<file path="config.mk">
export PLATFORM = sky130hd
export DESIGN_NAME = sequential_list_engine_top_flat
export DESIGN_NICKNAME = d
export VERILOG_FILES = /design/src/rtl/core/sle_pkg.sv /design/src/rtl/core/sle_if.sv /design/src/rtl/core/sle_ram.sv /design/src/rtl/core/sle_datapath.sv /design/src/rtl/core/sle_ctrl.sv /design/src/rtl/core/sequential_list_engine_top.sv /design/src/flat_wrapper.sv
export SDC_FILE = /design/constraint.sdc
export NUM_CORES = 2
export LEC_CHECK = 0
export BUFFER_PORTS_ARGS = -buffer_cell sky130_fd_sc_hd__buf_4
export CAP_MARGIN = 20
export CORE_ASPECT_RATIO = 2
export CORE_MARGIN = 2
export CORE_UTILIZATION = 50
export CTS_BUF_LIST = sky130_fd_sc_hd__clkbuf_4 sky130_fd_sc_hd__clkbuf_8
export DETAILED_ROUTE_END_ITERATION = 6
export PLACE_DENSITY = 0.66
export SLEW_MARGIN = 30
export SYNTH_ARGS = -nofsm -noshare
export SYNTH_HDL_FRONTEND = slang
export SYNTH_SLANG_ARGS = --single-unit
</file>
<file path="constraint.sdc">
create_clock -name clk -period 6.15 [get_ports clk]
set_clock_uncertainty 0.15 [all_clocks]
set_input_delay 1.23 -clock clk [delete_from_list [all_inputs] [get_ports clk]]
set_output_delay 1.23 -clock clk [all_outputs]
set_load 0.005 [all_outputs]
</file>
<file path="src/rtl/core/sle_pkg.sv">
// shared types and constants for the sequential list engine
`default_nettype none
package sle_pkg;
  localparam int DEPTH = 32;
  localparam int DATA_WIDTH = 32;
  localparam int AW = $clog2(DEPTH);
  localparam int CW = $clog2(DEPTH + 1);

  typedef enum logic [2:0] {
    OP_APPEND = 3'd0, OP_INSERT = 3'd1, OP_DELETE = 3'd2, OP_SEARCH = 3'd3,
    OP_REVERSE = 3'd4, OP_SORT = 3'd5, OP_DUMP = 3'd6, OP_CLEAR = 3'd7
  } opcode_t;

  typedef enum logic [2:0] {
    ST_OK = 3'd0, ST_FULL = 3'd1, ST_BADPOS = 3'd2, ST_NOTFOUND = 3'd3, ST_EMPTY = 3'd4
  } status_t;

  // controller to datapath
  typedef struct packed {
    logic            rd_en;
    logic [AW-1:0]   rd_addr;
    logic            wr_en;
    logic [AW-1:0]   wr_addr;
    logic            wr_sel_val;  // write the captured input value, else read data or a held word
    logic            wr_from_rd;  // write the read data straight back
    logic            hold_a;      // capture read data into word a
    logic            hold_b;      // capture read data into word b
    logic            wr_from_b;   // write word b, else word a
    logic            min_load;    // capture read data as current minimum
    logic            load_val;    // capture input value
  } sle_cmd_t;

  // datapath to controller
  typedef struct packed {
    logic            eq;          // read data equals input value
    logic            lt_min;      // read data below current minimum
  } sle_stat_t;
endpackage
`default_nettype wire

</file>
<file path="src/rtl/core/sle_if.sv">
// valid/ready channel interfaces for the list engine
`default_nettype none
interface sle_in_if import sle_pkg::*; (input wire logic clk);
  logic                  valid;
  logic                  ready;
  logic [2:0]            opcode;
  logic [5:0]            position;
  logic signed [31:0]    value;
  modport source (output valid, opcode, position, value, input ready);
  modport sink   (input valid, opcode, position, value, output ready);
endinterface

interface sle_out_if import sle_pkg::*; (input wire logic clk);
  logic                  valid;
  logic                  ready;
  logic [2:0]            status;
  logic [5:0]            found_position;
  logic signed [31:0]    element_value;
  logic [5:0]            entry_total;
  logic                  final_item;
  modport source (output valid, status, found_position, element_value, entry_total,
                  final_item, input ready);
  modport sink   (input valid, status, found_position, element_value, entry_total,
                  final_item, output ready);
endinterface
`default_nettype wire

</file>
<file path="src/rtl/core/sle_ram.sv">
// generic single-port-write ram with registered read
`default_nettype none
module sle_ram #(
  parameter int WIDTH = 32,
  parameter int DEPTH = 32
) (
  input  wire logic                     clk,
  input  wire logic                     wr_en,
  input  wire logic [$clog2(DEPTH)-1:0] wr_addr,
  input  wire logic [WIDTH-1:0]         wr_data,
  input  wire logic                     rd_en,
  input  wire logic [$clog2(DEPTH)-1:0] rd_addr,
  output logic      [WIDTH-1:0]         rd_data
);
  logic [WIDTH-1:0] mem [DEPTH];

  // write port and registered read port
  always_ff @(posedge clk) begin
    if (wr_en) mem[wr_addr] <= wr_data;
    if (rd_en) rd_data <= mem[rd_addr];
  end
endmodule
`default_nettype wire

</file>
<file path="src/rtl/core/sle_datapath.sv">
// list datapath: storage, word registers and compares
`default_nettype none
module sle_datapath import sle_pkg::*; (
  input  wire logic                  clk,
  input  wire sle_cmd_t              cmd,
  input  wire logic [DATA_WIDTH-1:0] in_value,
  output logic      [DATA_WIDTH-1:0] rd_word,
  output sle_stat_t                  stat
);
  logic [DATA_WIDTH-1:0] rd_data;
  logic [DATA_WIDTH-1:0] val_r, a_r, b_r, min_r;
  logic [DATA_WIDTH-1:0] wr_data;

  // word registers
  always_ff @(posedge clk) begin
    if (cmd.load_val) val_r <= in_value;
    if (cmd.hold_a) a_r <= rd_data;
    if (cmd.hold_b) b_r <= rd_data;
    if (cmd.min_load) min_r <= rd_data;
  end

  assign wr_data = cmd.wr_sel_val ? val_r :
                   (cmd.wr_from_rd ? rd_data : (cmd.wr_from_b ? b_r : a_r));

  sle_ram #(.WIDTH(DATA_WIDTH), .DEPTH(DEPTH)) u_ram (
    .clk(clk), .wr_en(cmd.wr_en), .wr_addr(cmd.wr_addr), .wr_data(wr_data),
    .rd_en(cmd.rd_en), .rd_addr(cmd.rd_addr), .rd_data(rd_data)
  );

  // signed compares on read data
  assign stat.eq = (rd_data == val_r);
  assign stat.lt_min = ($signed(rd_data) < $signed(min_r));
  assign rd_word = rd_data;
endmodule
`default_nettype wire

</file>
<file path="src/rtl/core/sle_ctrl.sv">
// list engine controller: opcode sequencing and result register
`default_nettype none
module sle_ctrl import sle_pkg::*; (
  input  wire logic                  clk,
  input  wire logic                  rst_n,
  sle_in_if.sink                     in_ch,
  sle_out_if.source                  out_ch,
  input  wire logic [DATA_WIDTH-1:0] rd_word,
  input  wire sle_stat_t             stat,
  output sle_cmd_t                   cmd
);
  typedef enum logic [9:0] {
    S_IDLE   = 10'b0000000001,
    S_SHIFT  = 10'b0000000010,  // read j-1 / write j (insert) or read j+1 / write j
    S_SRCH   = 10'b0000000100,
    S_REVA   = 10'b0000001000,
    S_REVB   = 10'b0000010000,
    S_SCAN   = 10'b0000100000,  // sort minimum scan
    S_SWAP   = 10'b0001000000,
    S_DUMP   = 10'b0010000000,
    S_RESP   = 10'b0100000000,
    S_WRITE  = 10'b1000000000
  } state_t;

  state_t state_r, state_nxt;
  logic [CW-1:0] cnt_r, cnt_nxt;
  opcode_t op_r, op_nxt;
  logic [CW-1:0] i_r, i_nxt, j_r, j_nxt, k_r, k_nxt, pos_r, pos_nxt;
  logic rdv_r, rdv_nxt;       // read data valid next cycle
  logic [CW-1:0] rdi_r, rdi_nxt;  // index of pending read data
  logic ov_r, ov_nxt;
  logic [2:0] ost_r, ost_nxt;
  logic [5:0] opos_r, opos_nxt;
  logic [DATA_WIDTH-1:0] oval_r, oval_nxt;
  logic olast_r, olast_nxt;
  logic [CW-1:0] pos_in;

  assign pos_in = CW'(in_ch.position);
  assign in_ch.ready = (state_r == S_IDLE) && !ov_r;

  assign out_ch.valid = ov_r;
  assign out_ch.status = ost_r;
  assign out_ch.found_position = opos_r;
  assign out_ch.element_value = oval_r;
  assign out_ch.entry_total = 6'(cnt_r);
  assign out_ch.final_item = olast_r;

  // control registers
  always_ff @(posedge clk) begin
    if (!rst_n) begin
      state_r <= S_IDLE; cnt_r <= '0; ov_r <= 1'b0; rdv_r <= 1'b0;
    end else begin
      state_r <= state_nxt; cnt_r <= cnt_nxt; ov_r <= ov_nxt; rdv_r <= rdv_nxt;
    end
  end

  // working and result registers
  always_ff @(posedge clk) begin
    op_r <= op_nxt; i_r <= i_nxt; j_r <= j_nxt; k_r <= k_nxt; pos_r <= pos_nxt;
    rdi_r <= rdi_nxt; ost_r <= ost_nxt; opos_r <= opos_nxt; oval_r <= oval_nxt;
    olast_r <= olast_nxt;
  end

  // sequencing
  always_comb begin
    state_nxt = state_r; cnt_nxt = cnt_r; op_nxt = op_r;
    i_nxt = i_r; j_nxt = j_r; k_nxt = k_r; pos_nxt = pos_r;
    rdv_nxt = 1'b0; rdi_nxt = rdi_r;
    ov_nxt = ov_r && !out_ch.ready;
    ost_nxt = ost_r; opos_nxt = opos_r; oval_nxt = oval_r; olast_nxt = olast_r;
    cmd = '0;
    case (state_r)
      S_IDLE: begin
        if (in_ch.valid && in_ch.ready) begin
          op_nxt = opcode_t'(in_ch.opcode);
          cmd.load_val = 1'b1;
          pos_nxt = pos_in;
          ost_nxt = ST_OK; opos_nxt = '0; oval_nxt = '0; olast_nxt = 1'b1;
          state_nxt = S_RESP;
          case (opcode_t'(in_ch.opcode))
            OP_APPEND: begin
              if (cnt_r == CW'(DEPTH)) ost_nxt = ST_FULL;
              else begin pos_nxt = cnt_r; state_nxt = S_WRITE; end
            end
            OP_INSERT: begin
              if (cnt_r == CW'(DEPTH)) ost_nxt = ST_FULL;
              else if (pos_in < CW'(1) || pos_in > cnt_r + CW'(1)) ost_nxt = ST_BADPOS;
              else begin j_nxt = cnt_r; pos_nxt = pos_in - CW'(1); state_nxt = S_SHIFT; end
            end
            OP_DELETE: begin
              if (cnt_r == '0) ost_nxt = ST_EMPTY;
              else if (pos_in < CW'(1) || pos_in > cnt_r) ost_nxt = ST_BADPOS;
              else begin j_nxt = pos_in - CW'(1); state_nxt = S_SHIFT; end
            end
            OP_SEARCH: begin
              if (cnt_r == '0) ost_nxt = ST_EMPTY;
              else begin i_nxt = '0; state_nxt = S_SRCH; end
            end
            OP_REVERSE: begin
              if (cnt_r > CW'(1)) begin
                i_nxt = '0; j_nxt = cnt_r - CW'(1); state_nxt = S_REVA;
              end
            end
            OP_SORT: begin
              if (cnt_r > CW'(1)) begin
                i_nxt = '0; j_nxt = '0; k_nxt = '0; state_nxt = S_SCAN;
              end
            end
            OP_DUMP: begin
              if (cnt_r == '0) ost_nxt = ST_EMPTY;
              else begin i_nxt = '0; state_nxt = S_DUMP; end
            end
            OP_CLEAR: cnt_nxt = '0;
            default: ;
          endcase
        end
      end
      S_WRITE: begin
        // insert or append final write of the new value
        cmd.wr_en = 1'b1; cmd.wr_sel_val = 1'b1; cmd.wr_addr = AW'(pos_r);
        cnt_nxt = cnt_r + CW'(1);
        state_nxt = S_RESP;
      end
      S_SHIFT: begin
        // one read then one write per moved entry
        if (op_r == OP_INSERT) begin
          if (!rdv_r) begin
            if (j_r > pos_r) begin
              cmd.rd_en = 1'b1; cmd.rd_addr = AW'(j_r - CW'(1)); rdv_nxt = 1'b1;
            end else state_nxt = S_WRITE;
          end else begin
            cmd.wr_from_rd = 1'b1;
            cmd.wr_en = 1'b1; cmd.wr_addr = AW'(j_r);
            j_nxt = j_r - CW'(1);
          end
        end else begin
          if (!rdv_r) begin
            if (j_r + CW'(1) < cnt_r) begin
              cmd.rd_en = 1'b1; cmd.rd_addr = AW'(j_r + CW'(1)); rdv_nxt = 1'b1;
            end else begin
              cnt_nxt = cnt_r - CW'(1); state_nxt = S_RESP;
            end
          end else begin
            cmd.wr_from_rd = 1'b1;
            cmd.wr_en = 1'b1; cmd.wr_addr = AW'(j_r);
            j_nxt = j_r + CW'(1);
          end
        end
      end
      S_SRCH: begin
        // issue reads in turn and check returned word
        if (rdv_r && stat.eq) begin
          ost_nxt = ST_OK; opos_nxt = 6'(rdi_r + CW'(1)); state_nxt = S_RESP;
        end else if (i_r < cnt_r) begin
          cmd.rd_en = 1'b1; cmd.rd_addr = AW'(i_r); rdv_nxt = 1'b1; rdi_nxt = i_r;
          i_nxt = i_r + CW'(1);
        end else if (!rdv_r || rdi_r + CW'(1) == cnt_r) begin
          ost_nxt = ST_NOTFOUND; state_nxt = S_RESP;
        end
      end
      S_REVA: begin
        // read both ends of the pair
        if (i_r >= j_r) state_nxt = S_RESP;
        else if (!rdv_r) begin
          cmd.rd_en = 1'b1; cmd.rd_addr = AW'(i_r); rdv_nxt = 1'b1; rdi_nxt = '0;
        end else if (rdi_r == '0) begin
          cmd.hold_a = 1'b1;
          cmd.rd_en = 1'b1; cmd.rd_addr = AW'(j_r); rdv_nxt = 1'b1; rdi_nxt = CW'(1);
        end else begin
          cmd.hold_b = 1'b1; state_nxt = S_REVB;
        end
      end
      S_REVB: begin
        // write swapped words, b to i first then a to j
        if (!rdv_r) begin
          cmd.wr_en = 1'b1; cmd.wr_addr = AW'(i_r); cmd.wr_from_b = 1'b1; rdv_nxt = 1'b1;
        end else begin
          cmd.wr_en = 1'b1; cmd.wr_addr = AW'(j_r);
          i_nxt = i_r + CW'(1); j_nxt = j_r - CW'(1);
          state_nxt = (j_r - CW'(1) > i_r + CW'(1)) ? S_REVA : S_RESP;
        end
      end
      S_SCAN: begin
        // selection sort: j walks from i, k tracks minimum
        if (rdv_r) begin
          if (rdi_r == i_r) begin cmd.min_load = 1'b1; k_nxt = rdi_r; end
          else if (stat.lt_min) begin cmd.min_load = 1'b1; k_nxt = rdi_r; end
        end
        if (j_r < cnt_r) begin
          cmd.rd_en = 1'b1; cmd.rd_addr = AW'(j_r); rdv_nxt = 1'b1; rdi_nxt = j_r;
          j_nxt = j_r + CW'(1);
        end else if (rdv_r) begin
          state_nxt = S_SWAP; rdi_nxt = '0;
        end
      end
      S_SWAP: begin
        // read a[i], then write min to i and a[i] to k
        if (k_r == i_r) rdi_nxt = CW'(2);
        if (rdi_r == '0 && k_r != i_r) begin
          cmd.rd_en = 1'b1; cmd.rd_addr = AW'(i_r); rdi_nxt = CW'(1);
        end else if (rdi_r == CW'(1)) begin
          cmd.hold_a = 1'b1; rdi_nxt = CW'(3);
          cmd.rd_en = 1'b1; cmd.rd_addr = AW'(k_r);
        end else if (rdi_r == CW'(3)) begin
          cmd.hold_b = 1'b1; rdi_nxt = CW'(4);
        end else if (rdi_r == CW'(4)) begin
          cmd.wr_en = 1'b1; cmd.wr_addr = AW'(i_r); cmd.wr_from_b = 1'b1; rdi_nxt = CW'(5);
        end else if (rdi_r == CW'(5)) begin
          cmd.wr_en = 1'b1; cmd.wr_addr = AW'(k_r); rdi_nxt = CW'(2);
        end else if (rdi_r == CW'(2)) begin
          i_nxt = i_r + CW'(1); j_nxt = i_r + CW'(1);
          state_nxt = (i_r + CW'(2) < cnt_r) ? S_SCAN : S_RESP;
        end
      end
      S_DUMP: begin
        // read next entry once the result register is free
        if (rdv_r) begin
          ov_nxt = 1'b1; ost_nxt = ST_OK; opos_nxt = 6'(rdi_r + CW'(1));
          oval_nxt = rd_word; olast_nxt = (rdi_r + CW'(1) == cnt_r);
          if (rdi_r + CW'(1) == cnt_r) state_nxt = S_IDLE;
        end else if (!ov_r && i_r < cnt_r) begin
          cmd.rd_en = 1'b1; cmd.rd_addr = AW'(i_r); rdv_nxt = 1'b1; rdi_nxt = i_r;
          i_nxt = i_r + CW'(1);
        end
      end
      S_RESP: begin
        ov_nxt = 1'b1; state_nxt = S_IDLE;
      end
      default: state_nxt = S_IDLE;
    endcase
  end
endmodule
`default_nettype wire

</file>
<file path="src/rtl/core/sequential_list_engine_top.sv">
// Sequential list engine top: controller plus storage datapath.
// Insert and delete shift each moved entry with a read then a write; search reads entries in turn;
// dump reads one entry per result; reverse reads and swaps pairs from both ends inward.
// Sort is a selection sort, its pace set by the single ram read port.
// One item at a time; dump gives one result per entry, paced by the output ready.
// Synchronous active-low reset empties the list; ram contents are not cleared.
`default_nettype none
module sequential_list_engine_top import sle_pkg::*; (
  input  wire logic clk,
  input  wire logic rst_n,
  sle_in_if.sink    in_ch,
  sle_out_if.source out_ch
);
  sle_cmd_t              cmd;
  sle_stat_t             stat;
  logic [DATA_WIDTH-1:0] rd_word;

  sle_ctrl u_ctrl (
    .clk(clk), .rst_n(rst_n), .in_ch(in_ch), .out_ch(out_ch),
    .rd_word(rd_word), .stat(stat), .cmd(cmd)
  );

  sle_datapath u_dp (
    .clk(clk), .cmd(cmd), .in_value(in_ch.value), .rd_word(rd_word), .stat(stat)
  );
endmodule
`default_nettype wire
</file>
<file path="src/flat_wrapper.sv">
// flat-port wrapper written by rule: the top's interface ports become plain ports
module sequential_list_engine_top_flat import sle_pkg::*;
  (clk, rst_n, in_ch_valid, in_ch_opcode, in_ch_position, in_ch_value, in_ch_ready, out_ch_valid, out_ch_status, out_ch_found_position, out_ch_element_value, out_ch_entry_total, out_ch_final_item, out_ch_ready);
  sle_in_if in_ch_i (.clk(clk));
  sle_out_if out_ch_i (.clk(clk));
  input  wire logic clk;
  input  wire logic rst_n;
  input wire logic [$bits(in_ch_i.valid)-1:0] in_ch_valid;
  input wire logic [$bits(in_ch_i.opcode)-1:0] in_ch_opcode;
  input wire logic [$bits(in_ch_i.position)-1:0] in_ch_position;
  input wire logic [$bits(in_ch_i.value)-1:0] in_ch_value;
  output wire logic [$bits(in_ch_i.ready)-1:0] in_ch_ready;
  output wire logic [$bits(out_ch_i.valid)-1:0] out_ch_valid;
  output wire logic [$bits(out_ch_i.status)-1:0] out_ch_status;
  output wire logic [$bits(out_ch_i.found_position)-1:0] out_ch_found_position;
  output wire logic [$bits(out_ch_i.element_value)-1:0] out_ch_element_value;
  output wire logic [$bits(out_ch_i.entry_total)-1:0] out_ch_entry_total;
  output wire logic [$bits(out_ch_i.final_item)-1:0] out_ch_final_item;
  input wire logic [$bits(out_ch_i.ready)-1:0] out_ch_ready;
  assign in_ch_i.valid = in_ch_valid;
  assign in_ch_i.opcode = in_ch_opcode;
  assign in_ch_i.position = in_ch_position;
  assign in_ch_i.value = in_ch_value;
  assign in_ch_ready = in_ch_i.ready;
  assign out_ch_valid = out_ch_i.valid;
  assign out_ch_status = out_ch_i.status;
  assign out_ch_found_position = out_ch_i.found_position;
  assign out_ch_element_value = out_ch_i.element_value;
  assign out_ch_entry_total = out_ch_i.entry_total;
  assign out_ch_final_item = out_ch_i.final_item;
  assign out_ch_i.ready = out_ch_ready;
  sequential_list_engine_top u_core (.clk(clk), .rst_n(rst_n), .in_ch(in_ch_i), .out_ch(out_ch_i));
endmodule
</file>
## After elaboration in Yosys (flattened, before gate mapping)

Memory sizes are Yosys's and may differ from the RTL's. A register that Yosys moved wholly into a read port is not among the register bits.
Index checks and enable logic that the tools add are counted.

| cells by class | value |
|---|---|
| add/sub/neg operators | 8 |
| order comparisons | 12 |
| equal/unequal tests | 75 |
| mux-type cells | 185 |
| reductions and logical operators | 34 |

Operators by type and width:

| kind | number |
|---|---|
| 2-to-1 mux 6 bit | 75 |
| 2-to-1 mux 10 bit | 24 |
| 2-to-1 mux 32 bit | 5 |
| 2-to-1 mux 9 bit | 10 |
| one-hot mux 10 bit (9 select lines) | 1 |
| one-hot mux 6 bit (5 select lines) | 3 |
| one-hot mux 10 bit (7 select lines) | 1 |
| one-hot mux 32 bit (2 select lines) | 1 |
| inequality test 3 bit, second input constant | 17 |
| one-hot mux 6 bit (4 select lines) | 2 |
| inequality test 2 bit, second input constant | 21 |
| one-hot mux 6 bit (2 select lines) | 3 |
| one-hot mux 6 bit (3 select lines) | 2 |
| one-hot mux 6 bit (6 select lines) | 1 |
| 2-to-1 mux 1 bit | 34 |
| equality test 32 bit | 1 |
| < comparator 32 bit | 1 |
| adder 6 x 1 -> 6 bit, second input constant | 4 |
| > comparator 6 bit | 4 |
| < comparator 6 bit | 4 |
| 2-to-1 mux 3 bit | 8 |
| AND reduction 19 bit | 1 |
| equality test 6 bit | 3 |
| subtractor 6 x 1 -> 6 bit, second input constant | 3 |
| 51 further kinds | 85 |

| storage, ports and cells | value |
|---|---|
| register bits | 221 |
| memory bits (writable) | 1,024 |
| input port bits | 45 |
| output and inout port bits | 50 |
| logic and storage cells | 333 |
| memories | 1 |

Memories:

| memory | depth | bits a word | rd ports | clocked after Yosys merged registers in | write ports | RTL line | RTL |
|---|---|---|---|---|---|---|---|
| u_core.u_dp.u_ram.mem | 32 | 32 | 1 | 1 | 1 | sle_ram.sv:15 | `logic [WIDTH-1:0] mem [DEPTH];` |

## Logic depth before layout (Yosys ltp)

| depth | value |
|---|---|
| depth after elaboration | 10 |
| gate-level depth with buffers | 19 |
| mapped depth without buffers | 16 |

## Modules after synthesis

Synthesis repeated with hierarchy kept, for this count alone.

| second synthesis, totals | value |
|---|---|
| cells, all modules | 3,558 |
| area, all modules | 54,220.8 sq um |

By module, submodules not included:

| module | instances | cells each | area each (sq um) | sequential area each (sq um) |
|---|---|---|---|---|
| sle_ram | 1 | 2,260 | 40,810.4 | 31,710.4 |
| sle_ctrl | 1 | 839 | 7,489.7 | 2,612.5 |
| sle_datapath | 1 | 459 | 5,920.7 | 3,843.7 |

## Worst setup path before layout

Ideal clock, no wire load.

| path | value |
|---|---|
| kind | register to register |
| start point | register u_core.u_ctrl.j_r[2] |
| end point | register u_core.u_dp.a_r[0], enable pin |
| setup time | 0.472 ns |
| data arrival time | 4.237 ns |
| data required time | 5.528 ns |
| setup slack | 1.291 ns |
| cell stages (with the launch flop) | 9 |
| buffers on the path | 1 |
| clock period less this slack | 4.859 ns |
| cell sequence | edfxtp_1 -> clkbuf_1 -> inv_1 -> ha_1 -> a21oi_1 -> o21ai_0 -> nand2_1 -> nand3_1 -> o32ai_1 |

RTL lines:

| element | RTL line | RTL |
|---|---|---|
| start: declaration | sle_ctrl.sv:28 | `logic [CW-1:0] i_r, i_nxt, j_r, j_nxt, k_r, k_nxt, pos_r, pos_nxt;` |
| start signal: assignment | sle_ctrl.sv:59 | `op_r <= op_nxt; i_r <= i_nxt; j_r <= j_nxt; k_r <= k_nxt; pos_r <= pos_nxt;` |
| end signal: assignment | sle_datapath.sv:17 | `if (cmd.hold_a) a_r <= rd_data;` |
| end: declaration | sle_datapath.sv:11 | `logic [DATA_WIDTH-1:0] val_r, a_r, b_r, min_r;` |

## Final worst setup path

| path | value |
|---|---|
| start point | register u_core.u_ctrl.j_r[1] |
| end point | register u_core.u_dp.u_ram.rd_data[6], read port of u_core.u_dp.u_ram.mem (data pin) |

| on the way | value |
|---|---|
| word-level cells in the longest chain between the ends | 6 |
| elaborated cells between the ends (all ways) | 16 |
| those cells by class | add/sub: 2; order compare: 4; mux: 10 |

Ends and longest elaborated chain:

| element | RTL line | RTL |
|---|---|---|
| adder 6 x 1 -> 6 bit | sle_ctrl.sv:138 | `if (j_r + CW'(1) < cnt_r) begin` |
| < comparator 6 bit | sle_ctrl.sv:138 |  |
| 2-to-1 mux 6 bit | sle_ctrl.sv:138 |  |
| 2-to-1 mux 6 bit | sle_ctrl.sv:137 | `if (!rdv_r) begin` |
| 2-to-1 mux 12 bit | sle_ctrl.sv:126 | `if (op_r == OP_INSERT) begin` |
| one-hot mux 6 bit (6 select lines) * | sle_ctrl.sv:72 | `case (state_r)` |
| end: declaration | sle_ram.sv:13 | `output logic [WIDTH-1:0] rd_data` |

Every way passes the cells marked *; elsewhere a longest branch is shown, timed or not.
A chain may end at the register's enable or synchronous reset.

==> flow_results.xml <==
<?xml version="1.0" encoding="UTF-8"?>
<metrics>
  <group name="timing">
    <metric name="fin_worst_hold_slack" unit="ps">369</metric>
    <metric name="rsz0062_at_grt" unit="">false</metric>
    <metric name="headroom_to_the_max_slew_limit" unit="%">31.2</metric>
    <metric name="final_critical_path_setup_slack" unit="ps">844</metric>
    <metric name="fmaxAchievable" unit="MHz">188</metric>
    <metric name="setup-violations-final" unit="">0</metric>
    <metric name="slew_viol_final" unit="">0</metric>
    <metric name="worst_slew_pin_slew" unit="ps">1020</metric>
    <metric name="final_period_minus_worst_setup_slack" unit="ps">5310</metric>
    <metric name="final.period_utilization" unit="%">86.3</metric>
    <metric name="setup_total_negative_slack" unit="ps">0</metric>
    <metric name="final_hold_viol_count" unit="">0</metric>
  </group>
  <group name="worst_setup_path">
    <metric name="reg2reg_slack" unit="ps">840</metric>
    <metric name="worst_path_arrival" unit="ps">5780</metric>
    <metric name="critPathLaunchType" unit="">register</metric>
    <metric name="path_max_fanout" unit="">17</metric>
    <metric name="setup.worst_path.end_class" unit="">register</metric>
    <metric name="reg2regPathDepth" unit="">16</metric>
    <metric name="r2r_end" unit="">u_core.u_dp.u_ram.rd_data[6]</metric>
    <metric name="worst-endpoint-required" unit="ps">6620</metric>
    <metric name="worstReg2RegStart" unit="">u_core.u_ctrl.j_r[1]</metric>
    <metric name="timing_worst_setup_path_type" unit="">reg2reg</metric>
  </group>
  <group name="cts">
    <metric name="ctsRootBufferMaster" unit="">clkbuf_8</metric>
    <metric name="clock_sink_count" unit="">1277</metric>
    <metric name="post-cts-setup-buffer-count" unit="">0</metric>
    <metric name="clkTransAtPathRegs" unit="ps">80</metric>
    <metric name="post_cts_resize_count" unit="">0</metric>
    <metric name="cts-buffers-inserted" unit="">166</metric>
    <metric name="clock_latency_at_the_later_pin_of_the_worst_skew_pair" unit="ps">890</metric>
    <metric name="cts_hold_buffers" unit="">0</metric>
    <metric name="tritoncts_clock_tree" unit="">yes</metric>
    <metric name="ctsHtreeMaxLevel" unit="">4</metric>
    <metric name="clock_path_buffers" unit="">3</metric>
  </group>
  <group name="synthesis">
    <metric name="ys_seq_area_share" unit="%">70.1</metric>
    <metric name="synth.yosys.warnings" unit="">0</metric>
    <metric name="post_synth_instance_area" unit="um^2">54400</metric>
    <metric name="post-synth-top-count-cell" unit="">edfxtp_1</metric>
    <metric name="number_of_flops_mapped_to_enable_cells_by_yosys" unit="">1259</metric>
    <metric name="synth_nets" unit="">3923</metric>
    <metric name="synth_cell_type_count" unit="">87</metric>
    <metric name="netlist_instances" unit="">3785</metric>
    <metric name="synthTopCellsByArea" unit="">edfxtp_1, mux2i_1, nand2_1</metric>
    <metric name="synth.largest_area_cell" unit="">edfxtp_1</metric>
    <metric name="netlist_top_cells_count" unit="">edfxtp_1, nand2_1, mux2i_1</metric>
    <metric name="ys_ff_latch" unit="">1277</metric>
    <metric name="syn-mean-instance-area" unit="um^2">14.4</metric>
    <metric name="synth.top_cell.area_share" unit="%">69.5</metric>
    <metric name="synth_flop_cell" unit="">edfxtp_1</metric>
    <metric name="ys_async_rst_share" unit="%">0</metric>
  </group>
  <group name="run">
    <metric name="number_of_max_cap_violations" unit="">0</metric>
  </group>
  <group name="global_routing">
    <metric name="grt_overflow_total" unit="">0</metric>
    <metric name="globalRouteTotalUtil" unit="%">30.2</metric>
    <metric name="antenna_found_initial" unit="">6</metric>
    <metric name="grt_pass1_vias" unit="">34600</metric>
    <metric name="wire_length_of_the_first_global_routing_pass" unit="um">239000</metric>
    <metric name="grt_start_max_net_pins" unit="">63</metric>
  </group>
  <group name="route">
    <metric name="post_detailed_routing_wire_length" unit="um">169000</metric>
    <metric name="drt_pre_antenna_iters" unit="">7</metric>
    <metric name="drt_drc_violations_left" unit="">2</metric>
    <metric name="route.vias.total" unit="">34600</metric>
    <metric name="iter_0_drt_violations" unit="">3175</metric>
    <metric name="ant_nets_after_route" unit="">0</metric>
    <metric name="via_per_inst" unit="">6.27</metric>
    <metric name="route.detailed.wl_per_inst" unit="um">30.6</metric>
  </group>
  <group name="die">
    <metric name="floorplan.die_area" unit="um^2">112000</metric>
    <metric name="die_w" unit="um">237</metric>
    <metric name="io_pins" unit="">95</metric>
    <metric name="initial_utilization" unit="%">50.3</metric>
    <metric name="floorplan.die.height" unit="um">471</metric>
    <metric name="row_count" unit="">171</metric>
    <metric name="core_area" unit="um^2">108000</metric>
  </group>
  <group name="hold_path">
    <metric name="min_delay_worst_endpoint" unit="">u_core.u_dp.val_r[18]</metric>
    <metric name="hold_path.class" unit="">in2reg</metric>
    <metric name="start_point_of_the_worst_min_delay_path" unit="">in_ch_value[18]</metric>
    <metric name="hold_path_depth" unit="">1</metric>
  </group>
  <group name="power_and_ir_drop">
    <metric name="peakVddDrop" unit="uV">192</metric>
    <metric name="total_leakage_power" unit="nW">21.7</metric>
    <metric name="power-per-cell-area" unit="nW/um^2">300</metric>
  </group>
  <group name="place">
    <metric name="gp_congestion" unit="">1.05</metric>
    <metric name="place.detailed.hpwl" unit="um">106000</metric>
    <metric name="preCtsSetupSlack" unit="ps">767</metric>
    <metric name="port_buffers" unit="">94</metric>
  </group>
  <group name="outcome">
    <metric name="outcome" unit="">complete, but fails checks</metric>
    <metric name="failing_checks" unit="">design-rule violations</metric>
  </group>
  <group name="layout">
    <metric name="areaGrowthSynthToFinish" unit="%">13.1</metric>
    <metric name="post_route_cells_drive_above_1_share" unit="%">16.7</metric>
    <metric name="post-route-util" unit="%">56.9</metric>
    <metric name="nNetsFinal" unit="">4137</metric>
    <metric name="fillCellCount" unit="">8450</metric>
  </group>
</metrics>
where the power goes:
| group | internal, mW | switching [mW] | total, mW |
|---|---|---|---|
| logic | 0.713 | 1.29 | 2.00 |
| clock network | 3.24 | 3.18 | 6.42 |
| registers | 9.83 | 0.242 | 10.1 |
| total | 13.8 | 4.71 | 18.5 |
logic make-up after synthesis:
logic type	after synthesis	synth area share (%)
flops	1277	70.1
simple gates	1151	10.0
compound gates	593	7.85
mux	298	6.11
buf+inv	292	2.44
fa+ha+maj	93	2.14
xor+xnor	81	1.30
state kept, by name, indices dropped and copies added (netlist names), 10 cells and up:
name	cells
u_core.u_dp.b_r	32
u_core.u_dp.u_ram.rd_data	32
u_core.u_dp.u_ram.mem	1024
u_core.u_ctrl.out_ch.element_value	32
u_core.u_dp.min_r	32
u_core.u_ctrl.state_r	10
u_core.u_dp.a_r	32
u_core.u_dp.val_r	32
worst max-delay path by stage:
| stage | start | to | slack (ps) | depth (start not counted) |
|---|---|---|---|---|
| after floorplan | u_core.u_ctrl.j_r[2] | u_core.u_dp.a_r[0] | 1290 | 8 |
| after global placement | u_core.u_ctrl.j_r[1] | u_core.u_dp.u_ram.rd_data[6] | 820 | 16 |
| after detailed placement | u_core.u_ctrl.j_r[1] | u_core.u_dp.u_ram.rd_data[6] | 770 | 16 |
| after CTS | u_core.u_ctrl.j_r[1] | u_core.u_dp.u_ram.rd_data[6] | 810 | 16 |
| after global routing | u_core.u_ctrl.j_r[1] | u_core.u_dp.u_ram.rd_data[13] | 520 | 17 |
| final | u_core.u_ctrl.j_r[1] | u_core.u_dp.u_ram.rd_data[6] | 840 | 16 |
through the flow:
stage | power, mW | area [um^2] | std cells
2_1_floorplan | 11.2 | 54400 | 3785
3_3_place_gp | 12.2 | 58100 | 5212
3_5_place_dp | 12.2 | 58100 | 5213
4_1_cts | 18.5 | 61500 | 5513
5_1_grt | 19.0 | 61500 | 5516
6_report | 18.5 | 61500 | 5518
cells in the final DEF, fill, tap and decap left out, types with 41 or more instances in the layout:
cell         n
xor2_1      44
a211oi_1    52
ha_1        93
nand3_1    133
a21oi_1    117
a31oi_1     52
nor2_1     116
buf_4      225
clkbuf_4    45
and3_1      68
clkbuf_8   169
nand2_1    552
clkinv_1    41
inv_1       70
a32oi_1     69
mux2i_1    267
o21ai_0     56
edfxtp_1  1259
critical path: stages, from the launching register on:
cell and delay, ps:
edfxtp_1 660, ha_1 280, nand3_1 100, xnor2_1 350, inv_1 80, ha_1 200, a2111oi_0 440, o21ai_0 340
a21o_1 270, a21oi_1 390, a221o_2 660, nand2_1 290, nor2_4 210, buf_4 250, a32oi_1 170, nand4_1 150
nor3_1 70
layout make-up:
class | count | area, um^2 | area share, %
flip-flops and latches | 1277 | 38200 | 62.0
repair buffers | 266 | 2530 | 4.11
well taps | 1384 | 1730 | 2.81
clock inverters | 86 | 674 | 1.10
clock buffers | 214 | 2660 | 4.33
multi-input cells | 2216 | 15500 | 25.2
diodes | 3 | 7.51 | 0.0122
inverters | 72 | 270 | 0.439
metal layers:
metal / up-vias / wire [um] / track usage [%] / part of all wire, %
met4: 2 / 14000 / 22.1 / 8.3
met5: - / 13 / 0 / 0.0077
met1: 17300 / 53900 / 30.8 / 32
li1: 15000 / - / - / -
met2: 1753 / 88900 / 54.5 / 53
met3: 592 / 12000 / 5.87 / 7.1
No activity file was read; power rests on OpenSTA's default activity.
